==> src/design/bsm_pkg.sv <==
// bsm_pkg: shared types and constants for the bounded sorted multimap
// transaction structs for both channels and the command passed front to back
// no dependencies
`default_nettype none

package bsm_pkg;

    localparam int unsigned SLOT_W      = 16;
    localparam int unsigned COUNT_W     = 9;
    localparam int unsigned LIMIT_W     = 5;
    localparam logic [LIMIT_W-1:0] LIMIT_RESET = 5'd16;

    typedef enum logic [1:0] {
        KIND_ADD       = 2'd0,
        KIND_GET       = 2'd1,
        KIND_CLEAR     = 2'd2,
        KIND_CLEAR_ALL = 2'd3
    } t_kind;

    typedef struct packed {
        t_kind       kind;
        logic [31:0] key;
        logic [31:0] target_id;
        logic [31:0] window_id;
    } t_in_item;

    typedef struct packed {
        logic [COUNT_W-1:0] key_count;
        logic               found;
        logic               has_location;
        logic [31:0]        location_target;
        logic [31:0]        location_window;
        logic               table_full;
        logic               last;
    } t_out_item;

    typedef struct packed {
        t_kind              kind;
        logic               found;
        logic               new_key;
        logic               full;
        logic [SLOT_W-1:0]  slot;
        logic [63:0]        loc;
        logic [COUNT_W-1:0] count;
    } t_cmd;

endpackage

`default_nettype wire

==> src/design/bsm_queue.sv <==
// bsm_queue: two-entry command queue between front and back
// depends on bsm_pkg for the command type
`default_nettype none

module bsm_queue (
    input  wire logic          i_clk,
    input  wire logic          i_rst_n,
    input  wire logic          i_push,
    input  wire bsm_pkg::t_cmd i_data,
    output logic               o_full,
    input  wire logic          i_pop,
    output bsm_pkg::t_cmd      o_data,
    output logic               o_empty
);
    import bsm_pkg::*;

    t_cmd       r_mem [2];
    logic       r_wptr;
    logic       r_rptr;
    logic [1:0] r_count;
    logic       push_ok;
    logic       pop_ok;

    assign o_full  = (r_count == 2'd2);
    assign o_empty = (r_count == 2'd0);
    assign o_data  = r_mem[r_rptr];
    assign push_ok = i_push && !o_full;
    assign pop_ok  = i_pop && !o_empty;

    always_ff @(posedge i_clk) begin
        if (push_ok) begin
            r_mem[r_wptr] <= i_data;
        end
    end

    always_ff @(posedge i_clk) begin
        if (!i_rst_n) begin
            r_wptr  <= 1'b0;
            r_rptr  <= 1'b0;
            r_count <= 2'd0;
        end else begin
            if (push_ok) r_wptr <= !r_wptr;
            if (pop_ok)  r_rptr <= !r_rptr;
            r_count <= r_count + {1'b0, push_ok} - {1'b0, pop_ok};
        end
    end

    a_count_max: assert property (@(posedge i_clk) disable iff (!i_rst_n)
        r_count <= 2'd2) else $error("queue count overflow");
    a_pop_nonempty: assert property (@(posedge i_clk) disable iff (!i_rst_n)
        o_empty |=> r_count <= 2'd1) else $error("queue grew by more than one");
    a_ptr_agree: assert property (@(posedge i_clk) disable iff (!i_rst_n)
        (r_count == 2'd0 || r_count == 2'd2) |-> r_wptr == r_rptr)
        else $error("queue pointers out of step");

endmodule

`default_nettype wire

==> config.mk <==
export PLATFORM = sky130hd
export DESIGN_NAME = bsm_queue
export DESIGN_NICKNAME = d
export VERILOG_FILES = /design/src/design/bsm_pkg.sv /design/src/design/bsm_queue.sv
export SDC_FILE = /design/constraint.sdc
export NUM_CORES = 1
export LEC_CHECK = 0
export BUFFER_PORTS_ARGS = -buffer_cell sky130_fd_sc_hd__buf_2
export CAP_MARGIN = 30
export CORE_ASPECT_RATIO = 1.75
export CORE_MARGIN = 3
export CORE_UTILIZATION = 47
export CTS_CLUSTER_DIAMETER = 80
export DETAILED_ROUTE_END_ITERATION = 10
export GPL_TIMING_DRIVEN = 0
export PLACE_DENSITY = 0.73
export SLEW_MARGIN = 5
export SYNTH_ARGS = -nofsm -noshare
export SYNTH_HDL_FRONTEND = slang
export SYNTH_SLANG_ARGS = --single-unit
==> constraint.sdc <==
create_clock -name i_clk -period 11.2 [get_ports i_clk]
set_input_delay 0.56 -clock i_clk [delete_from_list [all_inputs] [get_ports i_clk]]
set_output_delay 0.56 -clock i_clk [all_outputs]
set_load 0.1 [all_outputs]
==> summary.txt, run 1 <==
GRT
  – Initial antenna violation count: 3
  – Vias in the first global route: 4074
  – Total grt overflow: 0
  – First-pass GRT wire length: 20800 um
  – Total Routing Usage GR: 16.6%
  – Largest net degree at the start of global routing: 62

Die
  – Core area: 0.0145 mm^2
  – DIE HEIGHT: 168 um
  – Die Footprint: 0.0165 mm^2
  – Starting density of the core: 48.4%
  – Die Wd: 98.4 um
  – Row cnt: 58
  – Num ports: 194

Timing
  – Rel. slew slack: 59.5%
  – Slew Viols, Final: 0
  – Setup TNS: 0 ns
  – Final Setup Violations: 0
  – Final period utilization: 21.6%
  – F_max: 0.414 GHz
  – Clock Skews: 0.0110 ns
  – RSZ-0062 raised after global routing: no
  – Final hold violation count: 0
  – Minimum clock period: 2.42 ns
  – Worst Tran Pin Value: 0.607 ns

Synthesis
  – Post-Syn Instances: 319
  – Syn nets: 419
  – Register area share after synthesis: 81.8%
  – Adder and majority gate portion of the synthesized area: 0.356%
  – Post-Syn Area: 0.00703 mm^2
  – Yosys reg bits: 193
  – Mux contribution to synthesized area: 15.2%
  – Compound-gate portion of the synthesized area: 0.107%
  – Post-synthesis simple-gate area fraction: 0.890%
  – Post-Synth XOR/XNOR Area: 0.249%
  – Avg Inst Size Synth: 22.0 um^2
  – Largest family of logic cells by synthesized area: multiplexers
  – Unique cell type count in the Yosys netlist: 18
  – YS warnings: 0

Routing
  – DRT Pass-1 Iters: 4
  – DR vias/cell: 4.96
  – WL final: 13500 um
  – DRT antenna net count: 0
  – Post-route DRC: 0
  – Via count: 3623
  – DR iter-0 viols: 129
  – Wire length per cell: 18.4 um

Flow run
  – Maxcap violations: 0

Clock network
  – Hold_buf cts: 0
  – Cts bufs inserted: 17
  – Clock root buffer: clkbuf_16
  – Post_cts resized: 0
  – H-tree Lvls: 4
  – Worst skew pair latency: 0.41 ns
  – CTS tree: built
  – CTS sink cnt: 193
  – Number of setup buffers added after CTS: 0
  – Clock buffer depth: 2
  – Reg clk slew, reported paths: 0.08 ns

Placement
  – HPWL after DPL: 9510 um
  – IO Port Bufs: 193
  – GPL Wtd Cong: 0.737

Status
  – Status: completed

Finish
  – Net count, final: 635
  – Share of cells above drive strength 1: 60.6%
  – Sequential Area: 0.00575 mm^2
  – Multi-input logic area: 0.00119 mm^2
  – FILL cells: 1107
  – Area delta synth->final: 26.6%

Setup path
  – Crit path launch type: flip-flop
  – Kind of critical path: reg -> out
  – Setup crit end kind: output pin
  – CP max FO: 10
  – Worst path arrival time: 1.86 ns
  – Worst Path Required: 10.64 ns

Worst hold path
  – Tightest Hold Check Type: in -> reg
layout make-up:
class / instances / area share (%)
flip-flops and latches: 193 / 64.6
multi-input cells: 113 / 13.4
repair buffers: 197 / 11.9
clock buffers: 19 / 4.87
well taps: 180 / 2.53
clock inverters: 13 / 1.43
plain buffers: 10 / 1.01
inverters: 3 / 0.127
diodes: 3 / 0.0844
synthesized netlist by cell type:
cell | n | area, um^2
edfxtp_1 | 188 | 5650
mux2_2 | 94 | 1060
buf_6 | 6 | 67.6
dfxtp_1 | 5 | 100
nor2_1 | 5 | 18.8
buf_2 | 3 | 15.0
inv_1 | 3 | 11.3
and2_1 | 2 | 12.5
ha_1 | 2 | 25.0
nand2_1 | 2 | 7.51
nand2b_1 | 2 | 12.5
and3_1 | 1 | 6.26
buf_4 | 1 | 7.51
mux2i_1 | 1 | 10.0
nor3_1 | 1 | 5.00
o21a_1 | 1 | 7.51
xnor2_1 | 1 | 8.76
xor2_1 | 1 | 8.76
registers in the layout (all words and copies together) (netlist names), named ones only:
| signal | count |
|---|---|
| r_wptr | 1 |
| r_count | 2 |
| r_mem | 188 |
| r_rptr | 1 |
per-stage QoR:
stage / utilization, % / worst slack (ns) / hold slack [ns] / area, um^2 / std cells
2_1_floorplan: - / 6.08 / 0.455 / 7030 / 319
3_3_place_gp: 56.6 / 3.97 / 0.465 / 8220 / 692
3_5_place_dp: 57.4 / 9.07 / 0.513 / 8330 / 696
4_1_cts: 61.2 / 8.72 / 0.310 / 8890 / 728
5_1_grt: 61.3 / 8.70 / 0.308 / 8890 / 731
6_report: 61.3 / 8.78 / 0.334 / 8890 / 731
logic make-up (layout without fill, tap and decap cells):
group                      Yosys count  after routing
buffers and inverters               13            242
adders and majority gates            2              2
xor gates and xnor gates             2              2
other                                0              3
muxes                               95             95
AOI/OAI and AO/OA                    1              1
and+or+nand+nor                     13             13
DFF                                193            193
placed cells by master (no fill, tap or decap):
cell        synthesis  final
edfxtp_1          188    188
buf_12              0      2
buf_4               1      1
and2_1              2      2
clkinv_4            0      6
mux2_2             94     94
nor2_1              5      4
clkinv_1            0      1
xnor2_1             1      1
ha_1                2      2
nand2_1             2      2
mux2i_1             1      1
clkbuf_1            0      2
clkinv_8            0      2
diode_2             0      3
dfxtp_1             5      5
xor2_1              1      1
nor3_1              1      1
nand2b_1            2      2
buf_16              0      2
buf_6               6      6
inv_6               0      1
inv_8               0      2
clkinvlp_4          0      1
and3_4              0      1
inv_1               3      3
buf_2               3    196
o21a_1              1      1
clkbuf_16           0     17
nor2_4              0      1
routing by layer:
| layer | global-route usage, % | routed length (um) |
|---|---|---|
| met4 | 7.67 | 412 |
| met5 | 0 | 0 |
| met3 | 3.88 | 596 |
| met2 | 30.8 | 7790 |
| met1 | 17.3 | 4670 |
critical path, cell delays in order, from the launching register on:
cell and delay [ns]:
dfxtp_1 0.38, buf_4 0.24, buf_6 0.18, mux2_2 0.35, buf_2 0.30
final timing paths:
path / startpoint / end / slack [ns] / cells past startpoint
worst max-delay path: flip-flop / o_data[79] / 8.78 / 4
worst min-delay path: i_data[29] / r_mem[1][29]$_DFFE_PP_ / 0.33 / 1
worst max register to register: r_count[0]$_SDFF_PN0_ / r_mem[0][93]$_DFFE_PP_ / 9.19 / 5
worst min register to register: r_rptr$_SDFFE_PN0P_ / r_rptr$_SDFFE_PN0P_ / 0.52 / 2
Power of run 1 is not shown: default switching activity piles up to over one toggle a cycle in this logic, so the estimate is an artifact.
==> inputs of run 2 (changes only) <==
- clock period: 11.2 -> 2.3 ns (I/O delays scaled with it)
==> summary.txt, run 2 (synthesis results as in run 1) <==
Setup path
  – Worst Path Required: 2.18 ns
  – Max stage delay on crit path: 0.37 ns
  – CP max FO: 10
  – Setup crit end kind: output pin
  – WP buf/inv: 3
  – Crit path launch type: flip-flop
  – Kind of critical path: reg -> out
  – Worst path arrival time: 1.88 ns
  – Slowest stage cell, crit path: dfxtp_1
  – R2R setup slack: 0.48 ns
  – Critical path's top delay family: buffers and inverters
  – Worst-path cell chain: buf_4 > buf_6 > mux2_2 > buf_2

Die
  – Num ports: 194
  – DIE HEIGHT: 168 um
  – Die Wd: 98.4 um
  – Starting density of the core: 48.4%
  – Row cnt: 58
  – Die Footprint: 0.0165 mm^2
  – Core area: 0.0145 mm^2

Finish
  – Largest regs: r_mem (188), r_count (2)
  – Net count, final: 730
  – Area delta synth->final: 40.5%
  – Max FFs per register: 188
  – Largest Register: r_mem
  – Fin area: 0.00988 mm^2
  – Leading cell types in the layout, fill and taps excluded: buf_2 (196), edfxtp_1 (188), dlygate4sd3_1 (95), mux2_2 (94), clkbuf_16 (17)
  – Sequential Area: 0.00575 mm^2
  – Diodes inserted: 0
  – FILL cells: 959
  – Share of cells above drive strength 1: 52.2%
  – Commonest non-fill, non-tap cell in the layout: buf_2
  – Multi-input logic area: 0.00121 mm^2

Clock network
  – Post_cts resized: 0
  – H-tree Lvls: 4
  – Clock buffer depth: 2
  – Worst skew pair latency: 0.41 ns
  – CTS sink cnt: 193
  – Clock root buffer: clkbuf_16
  – Number of setup buffers added after CTS: 0
  – CTS tree: built
  – Reg clk slew, reported paths: 0.06 ns
  – Cts bufs inserted: 17

Routing
  – Via count: 4027
  – DR iter-0 viols: 152
  – DRT antenna net count: 0
  – Wire length per cell: 17.8 um
  – WL final: 14600 um
  – DR vias/cell: 4.90
  – DRT Pass-1 Iters: 4
  – Post-route DRC: 0

Placement
  – IO Port Bufs: 193
  – GPL Wtd Cong: 0.735
  – Placed inst area: 0.00834 mm^2
  – HPWL after DPL: 9640 um

Timing
  – Minimum clock period: 1.99 ns
  – Worst Tran Pin Value: 0.667 ns
  – Rel. slew slack: 55.4%
  – Final period utilization: 86.5%
  – F_max: 0.502 GHz
  – Final Setup Violations: 0
  – Slew Viols, Final: 0
  – Clock Skews: 0.00868 ns
  – Final hold violation count: 0
  – RSZ-0062 raised after global routing: no

GRT
  – Total Routing Usage GR: 18.2%
  – Largest net degree at the start of global routing: 54
  – Total grt overflow: 0
  – Initial antenna violation count: 0
  – Vias in the first global route: 4645
  – First-pass GRT wire length: 23000 um

Worst hold path
  – Tightest Hold Check Type: in -> reg

Flow run
  – Maxcap violations: 0

Status
  – Status: completed
-- run 2: cell count changes in the layout (fill, tap and decap cells not counted), moves of 2 or more --
cell / previous run / this run
dlygate4sd3_1: 0 / 95
diode_2: 3 / 0
clkinv_8: 2 / 0
clkinvlp_4: 1 / 4
bufinv_16: 0 / 2
clkinv_4: 6 / 1
-- run 2: metal layers --
layer,GRT usage (%),wire length (um),vias up
met4,8.56,459,0
li1,-,-,1880
met3,4.13,642,28
met5,0,0,-
met2,34.1,8490,133
met1,18.8,5040,1986
-- run 2: path summary, 6_finish.rpt --
path / end / from / cells past startpoint
min: r_wptr$_SDFFE_PN0P_ / i_push / 3
max: o_data[36] / flip-flop / 4
max reg2reg: r_mem[1][91]$_DFFE_PP_ / r_count[0]$_SDFF_PN0_ / 3
min reg2reg: r_wptr$_SDFFE_PN0P_ / r_wptr$_SDFFE_PN0P_ / 2
-- run 2: layout make-up --
class	instances	area share [%]
buffer	10	0.912
tap	180	2.28
clock buffer	18	4.35
sequential	193	58.2
clock inverter	13	1.56
timing repair buffer	292	20.4
multi-input combinational	113	12.2
inverter	3	0.114
-- run 2: timing repair --
action / CTS / global route
endpoints found under the setup margin: 0 / 0
hold buffers: 95 / 0
endpoints found under the hold margin: 193 / 0
-- run 2: worst register-to-register path, delay by kind of cell (launching register included) --
kind,cells,cell delay (ns)
simple gates,2,0.76
buf+inv,1,0.35
flops,1,0.36
-- run 2: per-stage QoR --
step | setup TNS (ns) | setup WS, ns | std cells | hold WS [ns] | utilization [%]
detailed placement | 0 | 0.459 | 696 | 0.306 | 57.5
finish | 0 | 0.310 | 822 | 0.0434 | 68.1
global placement | -101.82 | -0.716 | 692 | 0.303 | 56.8
CTS | 0 | 0.239 | 822 | 0.0198 | 68.1
floorplan | -3.74 | -0.0398 | 319 | 0.214 | -
global route | 0 | 0.209 | 822 | 0.0385 | 68.1
Power of run 2 is left out for the same reason.
==> inputs of run 3 (changes only) <==
- ABC_AREA: default -> 1
- CORE_UTILIZATION: 47 -> 42
- PLACE_DENSITY: 0.73 -> 0.66
==> summary.txt, run 3 <==
Status
  – Status: completed

Clock network
  – H-tree Lvls: 4
  – Worst skew pair latency: 0.42 ns
  – Cts bufs inserted: 17
  – Clock root buffer: clkbuf_16
  – CTS tree: built
  – Number of setup buffers added after CTS: 0
  – Reg clk slew, reported paths: 0.07 ns
  – CTS sink cnt: 193
  – Clock buffer depth: 2

Synthesis
  – Yosys reg bits: 193
  – Ys flop type: edfxtp_1
  – Most common cell in the netlist: edfxtp_1
  – Post-Syn Area: 0.00704 mm^2
  – Avg Inst Size Synth: 21.3 um^2
  – Unique cell type count in the Yosys netlist: 12
  – Number of synthesized flops with an enable pin: 188
  – Yosys top cell area share: 80.2%
  – Syn nets: 430
  – Post-synth top area cell: edfxtp_1
  – Async set-reset flop share out of synthesis: 0%
  – Post-Syn Instances: 330
  – YS warnings: 0
  – Top cells by count, synth: edfxtp_1 (188), mux2_2 (94), inv_1 (9), nand2_1 (9), nor2_1 (8)
  – Register area share after synthesis: 81.6%
  – Top cells by area, synth: edfxtp_1 (80%), mux2_2 (15%), dfxtp_1 (1.4%), buf_6 (0.96%), inv_1 (0.48%)

Routing
  – Post-route DRC: 0
  – Met3 wire len: 595 um
  – WL final: 14600 um
  – Wire length per cell: 16.6 um
  – DR iter-0 viols: 145
  – DRT antenna net count: 0
  – DR vias/cell: 4.57
  – Top Metal Used: met4
  – Wl on met1: 5080 um
  – DRT Pass-1 Iters: 4
  – Via count: 4033
  – Met2 wire len: 8490 um

Timing
  – F_max: 0.502 GHz
  – RSZ-0062 raised after global routing: no
  – Clock Skews: 0.00920 ns
  – Minimum clock period: 1.99 ns
  – Slew Viols, Final: 0
  – Final hold violation count: 0
  – Final Setup Violations: 0
  – Rel. slew slack: 65.4%
  – Worst Tran Pin Value: 0.522 ns
  – Final period utilization: 86.7%

Finish
  – Max FFs per register: 188
  – Largest Register: r_mem
  – Area delta synth->final: 40.8%
  – Fin area: 0.00992 mm^2
  – Net count, final: 744
  – Commonest non-fill, non-tap cell in the layout: buf_2
  – FILL cells: 1257
  – Largest regs: r_mem (188), r_count (2)
  – Leading cell types in the layout, fill and taps excluded: buf_2 (196), edfxtp_1 (188), dlygate4sd3_1 (97), mux2_2 (94), clkbuf_16 (17)
  – Share of cells above drive strength 1: 51.6%

Pwr
  – Sequential power share: 34.3%
  – Internal power: 7.06 mW
  – Switching share of total power: 47.1%
  – Pwr dens: 1340 mW/mm^2
  – Final Total Pwr: 13.3 mW
  – Power share of the clock group: 20.1%
  – Switch Pwr: 6.28 mW
  – Peak VDD IR: 0.710 mV
  – Comb pwr share: 45.5%
  – Leakage Power: 3.76 nW

Placement
  – GPL Wtd Cong: 0.711
  – Placed inst area: 0.00841 mm^2
  – IO Port Bufs: 193
  – HPWL after DPL: 9680 um

Die
  – Core area: 0.0164 mm^2
  – DIE HEIGHT: 177 um
  – Die Wd: 104 um
  – Row cnt: 62
  – Die Footprint: 0.0184 mm^2
  – Num ports: 194
  – Starting density of the core: 42.8%

Worst hold path
  – Tightest Hold Check Type: in -> reg

Setup path
  – Crit path launch type: flip-flop
  – Worst Path Required: 2.18 ns
  – Kind of critical path: reg -> out
  – CP max FO: 10
  – Setup crit end kind: output pin
  – Worst path arrival time: 1.88 ns

GRT
  – Vias in the first global route: 4611
  – Initial antenna violation count: 1
  – Total grt overflow: 0
  – Largest net degree at the start of global routing: 41
  – Total Routing Usage GR: 16.2%
  – First-pass GRT wire length: 22900 um

Flow run
  – Maxcap violations: 0
[run 3: changes by cell type after synthesis, sizes merged, moves of 2 or more]
cell | before | now
a21oi | 0 | 2
and2 | 2 | 0
inv | 3 | 9
nand2 | 2 | 9
nand2b | 2 | 0
nand3 | 0 | 3
nor2 | 5 | 8
[run 3: layer usage]
metal / up-vias / global-route usage (%)
met2: 123 / 31.5
met4: 0 / 8.43
li1: 1917 / -
met5: - / 0
met3: 29 / 3.75
met1: 1964 / 15.6
[run 3: area by class of cell]
class | count | area (um^2) | area share [%]
antenna | 2 | 5.00 | 0.0505
buffer | 10 | 90.1 | 0.908
clock buffer | 17 | 425 | 4.29
clock inverter | 15 | 109 | 1.10
inverter | 9 | 37.5 | 0.378
multi-input combinational | 118 | 1190 | 12.0
sequential | 193 | 5750 | 57.9
tap | 224 | 280 | 2.83
timing repair buffer | 295 | 2040 | 20.5
[run 3: final timing paths]
check	slack, ns	cells after the start	from	to
setup reg to reg	0.36	5	r_count[1]$_SDFF_PN0_	r_mem[1][71]$_DFFE_PP_
hold / removal	0.41	2	i_data[22]	r_mem[1][22]$_DFFE_PP_
hold reg to reg	0.51	2	r_rptr$_SDFFE_PN0P_	r_rptr$_SDFFE_PN0P_
setup / recovery	0.31	4	flip-flop	o_data[47]
[run 3: cell families after synthesis]
group                    count (synthesis)  share of synthesized area (%)
AO/OA/AOI/OAI                            2                          0.142
adder cells (fa/ha/maj)                  2                          0.355
buffers and inverters                   19                           1.76
flip-flops                             193                           81.6
multiplexers                            94                           15.0
AND/OR/NAND/NOR                         20                           1.12
[run 3: what timing repair did]
item                                   4_1_cts  5_1_grt
endpoints found under the hold margin      193        0
hold buffers                                97        0
gates resized for setup                      0        0
[run 3: power groups by stage]
stage	Clock [mW]	Combinational (mW)	Sequential (mW)
after floorplan	0	5.02	4.64
after global placement	0	5.85	4.67
after detailed placement	0	5.97	4.66
after CTS	2.76	6.12	4.58
after global routing	2.90	6.28	4.62
final	2.69	6.07	4.58
[run 3: metrics by stage]
| step | hold slack, ns | TNS [ns] | setup slack, ns | utilization, % | instances |
|---|---|---|---|---|---|
| after floorplan | 0.208 | -8.56 | -0.0456 | - | 330 |
| after global placement | 0.302 | -159.15 | -0.886 | 50.5 | 747 |
| after detailed placement | 0.306 | 0 | 0.325 | 51.1 | 752 |
| after CTS | 0.387 | 0 | 0.251 | 60.3 | 881 |
| after global routing | 0.403 | 0 | 0.192 | 60.3 | 882 |
| final | 0.411 | 0 | 0.307 | 60.3 | 883 |
[run 3: critical path, stage by stage, from the launching register on]
cell     delay [ns]
dfxtp_1        0.36
buf_4          0.24
buf_6          0.19
mux2_2         0.36
buf_2          0.30
No activity file was read; power rests on OpenSTA's default activity.
